<file path="src/rtl/nfgcs_pkg.sv">
`default_nettype none

package nfgcs_pkg;

	// Default sizes of the grid store and scan window
	localparam int GRID_WIDTH_MAX_DEF  = 256;
	localparam int GRID_HEIGHT_MAX_DEF = 256;
	localparam int RADIUS_MAX_DEF      = 31;

	// Field widths
	localparam int COORD_IN_W = 11;
	localparam int DIM_CFG_W  = 9;
	localparam int RAD_W      = 5;
	localparam int SQ_W       = 11;
	localparam int OUT_XY_W   = 8;
	localparam int STATUS_W   = 3;
	localparam int CFG_IDX_W  = 2;
	localparam int CFG_DATA_W = 11;

	// Internal widths: candidate coordinates, effective dimensions, scan offsets
	localparam int COORD_W = 13;
	localparam int DIM_W   = 13;
	localparam int OFS_W   = 7;

	// Register reset values
	localparam logic [DIM_CFG_W-1:0] GRID_WIDTH_RST  = 9'd256;
	localparam logic [DIM_CFG_W-1:0] GRID_HEIGHT_RST = 9'd256;
	localparam logic [RAD_W-1:0]     RADIUS_RST      = 5'd0;
	localparam logic [SQ_W-1:0]      MAX_SQ_RST      = 11'd0;

	// Register indexes
	localparam logic [CFG_IDX_W-1:0] REG_GRID_WIDTH  = 2'd0;
	localparam logic [CFG_IDX_W-1:0] REG_GRID_HEIGHT = 2'd1;
	localparam logic [CFG_IDX_W-1:0] REG_RADIUS      = 2'd2;
	localparam logic [CFG_IDX_W-1:0] REG_MAX_SQ      = 2'd3;

	// Opcodes
	localparam logic OP_WRITE = 1'b0;
	localparam logic OP_QUERY = 1'b1;

	typedef enum logic [STATUS_W-1:0] {
		ST_WRITTEN  = 3'd0,
		ST_FREE     = 3'd1,
		ST_ADJUSTED = 3'd2,
		ST_OOB      = 3'd3,
		ST_NONE     = 3'd4
	} status_t;

	// Controller to datapath
	typedef struct packed {
		logic    capture;
		logic    clr_step;
		logic    wr_cell;
		logic    peek;
		logic    scan_init;
		logic    scan_step;
		logic    load_out;
		status_t res_status;
	} cmd_t;

	// Datapath to controller
	typedef struct packed {
		logic clr_done;
		logic is_query;
		logic req_in_grid;
		logic peek_free;
		logic scan_last;
		logic found;
	} sts_t;

endpackage

`default_nettype wire

</file>
<file path="src/rtl/nfgcs_ctrl.sv">
`default_nettype none

module nfgcs_ctrl (
	input  logic              clk,
	input  logic              arst_n,
	input  logic              in_valid,
	output logic              in_ready,
	output logic              out_valid,
	input  logic              out_ready,
	output nfgcs_pkg::cmd_t   cmd,
	input  nfgcs_pkg::sts_t   sts
);
	import nfgcs_pkg::*;

	typedef enum logic [2:0] {
		S_CLEAR,
		S_IDLE,
		S_CHECK,
		S_PEEK,
		S_SCAN,
		S_DRAIN,
		S_FINISH
	} state_t;

	state_t  state_q;
	status_t res_q;
	logic    out_valid_q;
	logic    out_free;

	assign out_free  = !out_valid_q || out_ready;
	assign in_ready  = (state_q == S_IDLE);
	assign out_valid = out_valid_q;

	always_comb begin
		cmd            = '0;
		cmd.res_status = res_q;
		case (state_q)
			S_CLEAR: cmd.clr_step = 1'b1;
			S_IDLE: cmd.capture = in_valid;
			S_CHECK: begin
				cmd.wr_cell = !sts.is_query && sts.req_in_grid;
				cmd.peek    = sts.is_query && sts.req_in_grid;
			end
			S_PEEK: cmd.scan_init = !sts.peek_free;
			S_SCAN: cmd.scan_step = 1'b1;
			S_FINISH: begin
				cmd.load_out   = out_free;
				// a scan that found nothing reports none found
				if (res_q == ST_ADJUSTED && !sts.found) begin
					cmd.res_status = ST_NONE;
				end
			end
			default: cmd = '0;
		endcase
	end

	always_ff @(posedge clk or negedge arst_n) begin
		if (!arst_n) begin
			state_q     <= S_CLEAR;
			res_q       <= ST_WRITTEN;
			out_valid_q <= 1'b0;
		end else begin
			if (cmd.load_out) begin
				out_valid_q <= 1'b1;
			end else if (out_ready) begin
				out_valid_q <= 1'b0;
			end
			case (state_q)
				S_CLEAR: begin
					if (sts.clr_done) begin
						state_q <= S_IDLE;
					end
				end
				S_IDLE: begin
					if (in_valid) begin
						state_q <= S_CHECK;
					end
				end
				S_CHECK: begin
					if (!sts.is_query) begin
						res_q   <= ST_WRITTEN;
						state_q <= S_FINISH;
					end else if (!sts.req_in_grid) begin
						res_q   <= ST_OOB;
						state_q <= S_FINISH;
					end else begin
						state_q <= S_PEEK;
					end
				end
				S_PEEK: begin
					if (sts.peek_free) begin
						res_q   <= ST_FREE;
						state_q <= S_FINISH;
					end else begin
						state_q <= S_SCAN;
					end
				end
				S_SCAN: begin
					if (sts.scan_last) begin
						state_q <= S_DRAIN;
					end
				end
				S_DRAIN: begin
					res_q   <= ST_ADJUSTED;
					state_q <= S_FINISH;
				end
				S_FINISH: begin
					if (out_free) begin
						state_q <= S_IDLE;
					end
				end
				default: state_q <= S_IDLE;
			endcase
		end
	end

endmodule

`default_nettype wire

</file>
<file path="config.mk">
export PLATFORM = sky130hd
export DESIGN_NAME = nfgcs_ctrl
export DESIGN_NICKNAME = d
export VERILOG_FILES = /design/src/rtl/nfgcs_pkg.sv /design/src/rtl/nfgcs_ctrl.sv
export SDC_FILE = /design/constraint.sdc
export NUM_CORES = 1
export LEC_CHECK = 0
export BUFFER_PORTS_ARGS = -buffer_cell sky130_fd_sc_hd__buf_4
export CAP_MARGIN = 0
export CORE_AREA = 2 2 39 41
export CTS_CLUSTER_SIZE = 20
export DETAILED_ROUTE_END_ITERATION = 10
export DIE_AREA = 0 0 41 43
export GPL_TIMING_DRIVEN = 1
export PLACE_DENSITY = 0.66
export SETUP_SLACK_MARGIN = 0.5
export SLEW_MARGIN = 20
export SYNTH_ARGS = -nofsm -noshare
export SYNTH_HDL_FRONTEND = slang
export SYNTH_SLANG_ARGS = --single-unit
</file>
<file path="constraint.sdc">
create_clock -name clk -period 4.2 [get_ports clk]
set_clock_uncertainty 0.1 [all_clocks]
set_input_delay 0.21 -clock clk [delete_from_list [all_inputs] [get_ports clk]]
set_output_delay 0.21 -clock clk [all_outputs]
set_load 0.005 [all_outputs]
</file>
==> parameters.txt <==
Parameter                              Value

Timing
  Post-route minimum period ... 2130 ps
  Sum of negative setup slack ... 0 ps
  Final number of hold-violating endpoints ... 0
  Portion of the clock cycle consumed by the worst path in the final layout ... 50.6%
  Unrepaired setup endpoints after global routing ... no
  Maximum frequency from static timing analysis ... 0.470 GHz
  Tightest Pin Transition ... 624 ps
  Max transition margin ... 58.4%
  Worst slack on hold paths ... 175 ps
  Count of pins over their slew limit ... 0
  Total setup violations reported at the end of the flow ... 0

Yosys
  Syn Std Cell Area ... 549 sq um
  Post-Synthesis Mean Instance Area ... 8.45 sq um
  Net Count, Synth ... 76
  Dominant cells by area after synthesis ... sky130_fd_sc_hd__dfrtp_1 27%, sky130_fd_sc_hd__mux2_4 8.2%, sky130_fd_sc_hd__o21ai_0 5.5%
  Synth top area share ... 27.3%
  Count of mapped cells out of synthesis ... 65
  Post-synth EDFFs ... 0
  Sequential-to-total area share from yosys stat ... 27.3%
  Cell accounting for the most synthesized area ... sky130_fd_sc_hd__dfrtp_1
  Count of distinct cell types in the synthesized netlist ... 30
  Main flop type after synthesis ... sky130_fd_sc_hd__dfrtp_1
  Register bit total from synthesis ... 6
  Post-synth ARST share ... 100%
  Synth warn ... 0

Min path
  Number of instances on the worst hold path ... 3
  Kind of path behind the tightest hold check ... in2reg

Job
  # Max-Cap Violations ... 0

Placed design
  Area after DPL ... 687 sq um
  DP HPWL ... 859 um
  Global placement routability congestion ... 0.882
  Buffers added on ports ... 21
  Count of placed standard cells including taps ... 96

Die
  Die outline width ... 41 um
  IO Pins ... 22
  Area of the core region ... 1380 sq um
  Site row count ... 14
  Die Area ... 1760 sq um
  Starting density of the core ... 39.7%
  Y dimension of the die ... 43 um

Routing
  Count of routing violations after the opening detailed-route iteration ... 9
  Total detailed-routing wirelength ... 1220 um
  Per-cell via count in the routed design ... 5.36
  Detail Route Antenna Nets ... 0
  DR pass1 iterations ... 3
  Average routed wire per standard cell ... 12.2 um
  Remaining DRCs ... 0
  Detailed-route via count ... 536

Layout
  Count of non-filler cells in the finished layout ... 100
  Non-Filler Cell Area, Final ... 719 sq um
  Share of the core filled with cells in the final layout ... 52.0%
  Sequential cell area ... 150 sq um
  Area occupied by multi-input gates ... 352 sq um
  N_diodes ... 0
  Fraction of layout instances using a drive strength above 1 ... 34.5%
  FILL cells ... 134
  Nets ... 97
  Area growth from synthesis to layout ... 31.0%

Power
  Internal Pwr Total ... 0.288 mW
  Share of power burned in registers ... 31.2%
  Clock power share ... 10.8%
  Net switching power ... 0.204 mW
  PwrDens ... 683 nW/um^2
  Comb power frac ... 58.0%
  Leak Pwr ... 0.328 nW
  IR drop worst, VDD ... 290 uV
  Switching portion of total power ... 41.4%

Worst setup path
  Critical path class ... reg2out
  Arrival @ worst endpoint ... 1820 ps
  Required time worst endpoint ... 3890 ps
  Library cell contributing the largest single delay on the critical path ... sky130_fd_sc_hd__dfrtp_1
  Biggest fanout along the worst timing path ... 17
  Stage delay of the slowest cell on the critical path ... 660 ps
  Crit-path leading delay family ... flip-flops
  Levels on crit path ... 4
  Logic depth of the worst register-to-register path ... 6
  Buffers plus inverters on the worst setup path ... 2
  Crit start category ... flip-flop
  Crit. End Element ... output pin
  List of cells traversed by the critical path ... inv_1 > or3_1 > nor3b_1 > buf_4

Clocking
  TritonCTS clock tree ... yes
  Depth of the CTS H-tree ... 1
  Clock Pin Slew Worst Setup and Hold Paths ... 50 ps
  Clock buffer count from CTS ... 3
  Clock Latency Late Sink ... 240 ps
  Clock root buffer ... sky130_fd_sc_hd__clkbuf_4
  Clk sinks ... 6
  Buffers from clock root to sink, at most ... 2
  Number of gates resized after CTS ... 0
  Post-CTS setup repair buffer count ... 0

GRT
  First-pass GRT wire length ... 2010 um
  Largest net degree at the start of global routing ... 22
  Grt ovf ... 0
  All-Layer GR Usage ... 16.4%
  Via count of the first global-routing pass ... 455
  Initial antenna violation count ... 0

Outcome
  Outcome ... completed
## stage by stage
step | power [mW] | worst slack (ps)
floorplan | 0.368 | 2570
global placement | 0.433 | 2210
detailed placement | 0.438 | 2150
CTS | 0.494 | 2080
global route | 0.538 | 1950
finish | 0.491 | 2070
## worst reg2reg max path, delay by kind of cell (launching register included)
family	cells	cell delay, ps
flops	1	660
compound gates	3	360
fa+ha+maj	1	390
buf+inv	1	170
mux	1	280
## worst paths after layout
path	end	startpoint	slack, ps
min reg2reg	res_q[1]	res_q[1]	400
max reg2reg	state_q[0]	state_q[1]	2120
max in group asynchronous	state_q[1]	arst_n	3670
min	out_valid	out_ready	170
min in group asynchronous	res_q[1]	arst_n	210
max	cmd[7]	state_q[1]	2070
## final cells by class
type	count	area share, %
multi-input cells	51	48.9
repair buffers	22	23.3
flip-flops and latches	6	20.9
clock buffers	3	3.13
well taps	16	2.78
inverters	2	1.04
## synthesized netlist by cell type, drive strengths merged, types with 2 or more instances
cell    count
a21boi      2
a21oi       5
a31oi       2
and2        2
buf         4
clkbuf      2
dfrtp       6
inv         2
mux2        3
nand2       3
nand2b      2
nand3b      2
nor2        3
nor2b       3
nor3        4
nor3b       5
o21ai       6
## routing by layer
layer	part of all wire, %	vias to the layer above	global-route usage, %
li1	-	274	-
met1	47	244	21.8
met2	47	16	24.4
met3	4.1	2	1.57
met4	1.8	0	10.0
met5	0	-	0
## cells in the final DEF, fill, tap and decap left out, types with 2 or more instances in the layout
cell type,instances
sky130_fd_sc_hd__and2_1,2
sky130_fd_sc_hd__a21oi_1,5
sky130_fd_sc_hd__nor2b_1,3
sky130_fd_sc_hd__buf_4,21
sky130_fd_sc_hd__o21ai_0,6
sky130_fd_sc_hd__dfrtp_1,6
sky130_fd_sc_hd__nand2b_1,2
sky130_fd_sc_hd__nor2_1,3
sky130_fd_sc_hd__nand3b_1,2
sky130_fd_sc_hd__inv_1,2
sky130_fd_sc_hd__nor3_1,4
sky130_fd_sc_hd__nor3b_1,4
sky130_fd_sc_hd__clkbuf_4,3
sky130_fd_sc_hd__mux2_4,3
sky130_fd_sc_hd__nand2_1,3
sky130_fd_sc_hd__a31oi_1,2
sky130_fd_sc_hd__a21boi_0,2
## repair_timing
action,CTS,global route
hold buffers,1,0
endpoints found under the setup margin,0,0
hold endpoints to repair,6,0
## cell families after synthesis
kind of cell               Yosys count  share of synthesized area, %
AOI/OAI and AO/OA                   20                          23.7
buffers and inverters                8                          8.66
adders and majority gates            1                          2.28
and+or+nand+nor                     27                          29.8
DFF                                  6                          27.3
muxes                                3                          8.20
## sequential cells by signal, indices dropped and copies added, names as in the netlist
register	count
state_q	3
res_q	2
out_valid	1
## power groups by stage
stage	combinational (mW)	clock (mW)	sequential (mW)
2_1_floorplan	0.272	0	0.0955
3_3_place_gp	0.282	0	0.151
3_5_place_dp	0.286	0	0.152
4_1_cts	0.288	0.0547	0.151
5_1_grt	0.318	0.0580	0.162
6_report	0.285	0.0530	0.153
Note: power is estimated with default switching activity, not from simulation.
